## src/rtl/core/mlfq_ram.sv

```systemverilog
// ----------------------------------------------------------------------------
// mlfq_ram
// Generic simple dual-port RAM: one write port, one read port, registered
// read data.
// ----------------------------------------------------------------------------
module mlfq_ram #(
  parameter int WIDTH = 8,
  parameter int DEPTH = 16
) (
  input  logic                     clk,
  input  logic                     we,
  input  logic [$clog2(DEPTH)-1:0] waddr,
  input  logic [WIDTH-1:0]         wdata,
  input  logic [$clog2(DEPTH)-1:0] raddr,
  output logic [WIDTH-1:0]         rdata
);

  logic [WIDTH-1:0] mem [DEPTH];

  // write port
  always_ff @(posedge clk) begin
    if (we) begin
      mem[waddr] <= wdata;
    end
  end

  // registered read port
  always_ff @(posedge clk) begin
    rdata <= mem[raddr];
  end

endmodule

```

## config.mk

```make
export PLATFORM = sky130hd
export DESIGN_NAME = mlfq_ram
export DESIGN_NICKNAME = d
export VERILOG_FILES = /design/src/rtl/core/mlfq_ram.sv
export SDC_FILE = /design/constraint.sdc
export NUM_CORES = 1
export LEC_CHECK = 0
export BUFFER_PORTS_ARGS = -buffer_cell sky130_fd_sc_hd__buf_2
export CAP_MARGIN = 20
export CORE_MARGIN = 1.5
export CORE_UTILIZATION = 50
export DETAILED_ROUTE_END_ITERATION = 8
export PLACE_DENSITY = 0.67
export SETUP_SLACK_MARGIN = 0.4
export SYNTH_ARGS = -nofsm -noshare
export SYNTH_HDL_FRONTEND = slang
export SYNTH_SLANG_ARGS = --single-unit
```

## constraint.sdc

```tcl
create_clock -name clk -period 4.1 [get_ports clk]
set_input_delay 0.82 -clock clk [delete_from_list [all_inputs] [get_ports clk]]
set_output_delay 0.82 -clock clk [all_outputs]
set_load 0.05 [all_outputs]
```

==> flow_summary.toml <==
[floorplanning]
die-area_um2 = 10900
initial_utilization_pct = 52.2
rows = 36
die_w_um = 104
io_pins = 26
die_h_um = 104
design.core.area_um2 = 9860

[routing]
ant_nets = 0
drt_first_iter_violations = 211
via_per_inst = 5.79
route.detailed.drc = 0
wl_mm = 9.70
drt_first_pass_iters = 4
wl_per_cell_um = 23.4
dr_total_vias = 2396

[clock_network]
ctsHoldBuffers = 0
cts_made_buffers = 17
clk_latency_ns = 0.51
htreeDepth = 4
cts_tree = "done"
cts.sinks = 136
cts.path.max_buffers = 2
cts-root-buf = "clkbuf_8"
clk_pin_slew_ns = 0.06
postCtsSetupBuffers = 0
ctsResizeCount = 0

[cells_and_area]
nets = 286
diodes = 0
layout_commonest_cell = "edfxtp_1"
layout_common_cells = "edfxtp_1, buf_2, mux4_2, a22oi_1, clkbuf_16"
area_growth_pct = 17.6
fill_cells = 688
drive_above_1_share_pct = 28.8

[critical_path]
timing.rr.end = "rdata[0]"
cp.required_ns = 4.51
r2r-start = "mem[11][0]"
slowest_stage = "mux4_1"
cp-end-kind = "flop"
ff2ff_path_depth = 3
reg2reg_slack_ns = 2.73
crit_family = "buffers and inverters"
crit_type = "input port to flop"
worstSetupStartpointType = "input port"
path_buf_inv = 2
path_cells = "buf_2 > buf_4 > mux4_1 > a22oi_1 > nand2_1"
cp.arrival_ns = 2.48
worstPathMaxFanout = 17
slowest_delay_ns = 0.59

[logic_synthesis]
seq_area_frac_synth_pct = 77.8
syn-num-nets = 247
ys_types = 19
yosys.area.top_type = "edfxtp_1"
synth_top_family_by_area = "multiplexers"
synthMuxAreaShare_pct = 15.0
yosys_warnings = 0
synthTopCellsByArea = "edfxtp_1, mux4_2, mux4_1"
synth_xor_xnor_area_share_pct = 0
synth_compound_area_share_pct = 2.33
ys_seq_elements = 136
synth_top_area_share_pct = 74.7
yosys.area_share.simple_pct = 3.18
synth.avg_cell_area_um2 = 22.5
synth_area_um2 = 5150
synth_fa_ha_area_share_pct = 0
syn_inst = 229

[global_routing]
grt.total_usage_pct = 19.5
grt_pass1_wl_mm = 14.7
grt_antenna_before_repair = 0
grt_max_degree = 33
grt_pass1_vias = 2428
grt_overflow = 0

[run]
cap_viol_max_count = 0

[power]
p_leak_nw = 2.04
ir_worst_vdd_mv = 0.234
p_total_mw = 3.39
powerDensity_nw_per_um2 = 561

[sta]
relSlewSlack_pct = 34.1
min_period_ns = 2.07
rsz0062_at_grt = "false"
max_freq_ghz = 0.483
tns_ns = 0
period_share_pct = 50.5
setup_viol = 0
tightest_slew_ns = 0.985
skew_ns = 0.00743
drv_slew = 0
finalHoldViolCount = 0

[hold_path]
min_to = "rdata[2]"
hold_class = "flop to flop"
min-delay-start = "mem[14][2]"
whs_path_depth = 3

[placed_design]
io_buffers = 25
gp_congestion = 0.683
dp_hpwl_mm = 5.89

[outcome]
status = "finished clean"
[routing by layer]
| layer | routed length [µm] | vias up | GRT usage (%) |
|---|---|---|---|
| met5 | 0 | - | 0 |
| li1 | - | 1054 | - |
| met4 | 138 | 0 | 7.54 |
| met1 | 3990 | 1244 | 26.6 |
| met3 | 669 | 11 | 5.64 |
| met2 | 4910 | 87 | 30.2 |
[kinds of logic (layout without fill, tap and decap cells)]
logic type	count (synthesis)	count (layout)
simple gates	35	35
mux	32	32
buf+inv	10	62
compound gates	16	16
flops	136	136
[report_power, final]
group	leakage [nW]	switching, mW	internal, mW
Clock	0.322	0.540	1.12
Combinational	0.497	0.110	0.0572
Sequential	1.22	0.00888	1.55
[metrics by stage]
step	std cells	worst slack, ns	cell area [µm²]	hold slack, ns	utilization, %
2_1_floorplan	229	1.79	5150	0.629	-
3_3_place_gp	382	1.44	5400	0.673	54.7
3_5_place_dp	382	1.43	5400	0.668	54.7
4_1_cts	414	1.98	6050	0.662	61.4
5_1_grt	414	1.94	6050	0.677	61.4
6_report	414	2.03	6050	0.666	61.4
[sequential cells by signal, summed over array words and instances, names as in the netlist]
| signal | cells |
|---|---|
| rdata | 8 |
| mem | 128 |
[worst max path at each step]
stage / startpoint / cells past startpoint / endpoint
2_1_floorplan: waddr[2] / 2 / mem[0][0]
3_3_place_gp: raddr[0] / 5 / rdata[2]
3_5_place_dp: raddr[0] / 5 / rdata[2]
4_1_cts: raddr[0] / 5 / rdata[2]
5_1_grt: raddr[0] / 5 / rdata[2]
6_report: raddr[0] / 5 / rdata[2]
[synth_stat cells]
cell	number
a22oi_1	16
and2_1	1
and2b_1	1
buf_2	3
buf_4	1
buf_6	3
clkdlybuf4s25_2	3
dfxtp_1	8
edfxtp_1	128
mux4_1	14
mux4_2	18
nand2_1	9
nand2b_1	2
nand3_1	1
nand3b_1	2
nor2_1	13
nor2b_1	1
nor3_1	4
or3b_2	1
[worst min-delay path: cells and delay by family (launching register included)]
kind | cells | cell delay, ns
and+or+nand+nor | 1 | 0.05
muxes | 1 | 0.23
DFF | 1 | 0.31
AOI/OAI and AO/OA | 1 | 0.06
[final cells by class]
class	instances	area (µm²)	share of cell area, %
clock inverters	13	225	3.72
clock buffers	19	432	7.13
repair buffers	30	163	2.69
flip-flops and latches	136	4000	66.2
well taps	133	166	2.75
multi-input cells	83	1060	17.6
Power figures use the tool's default switching activity.
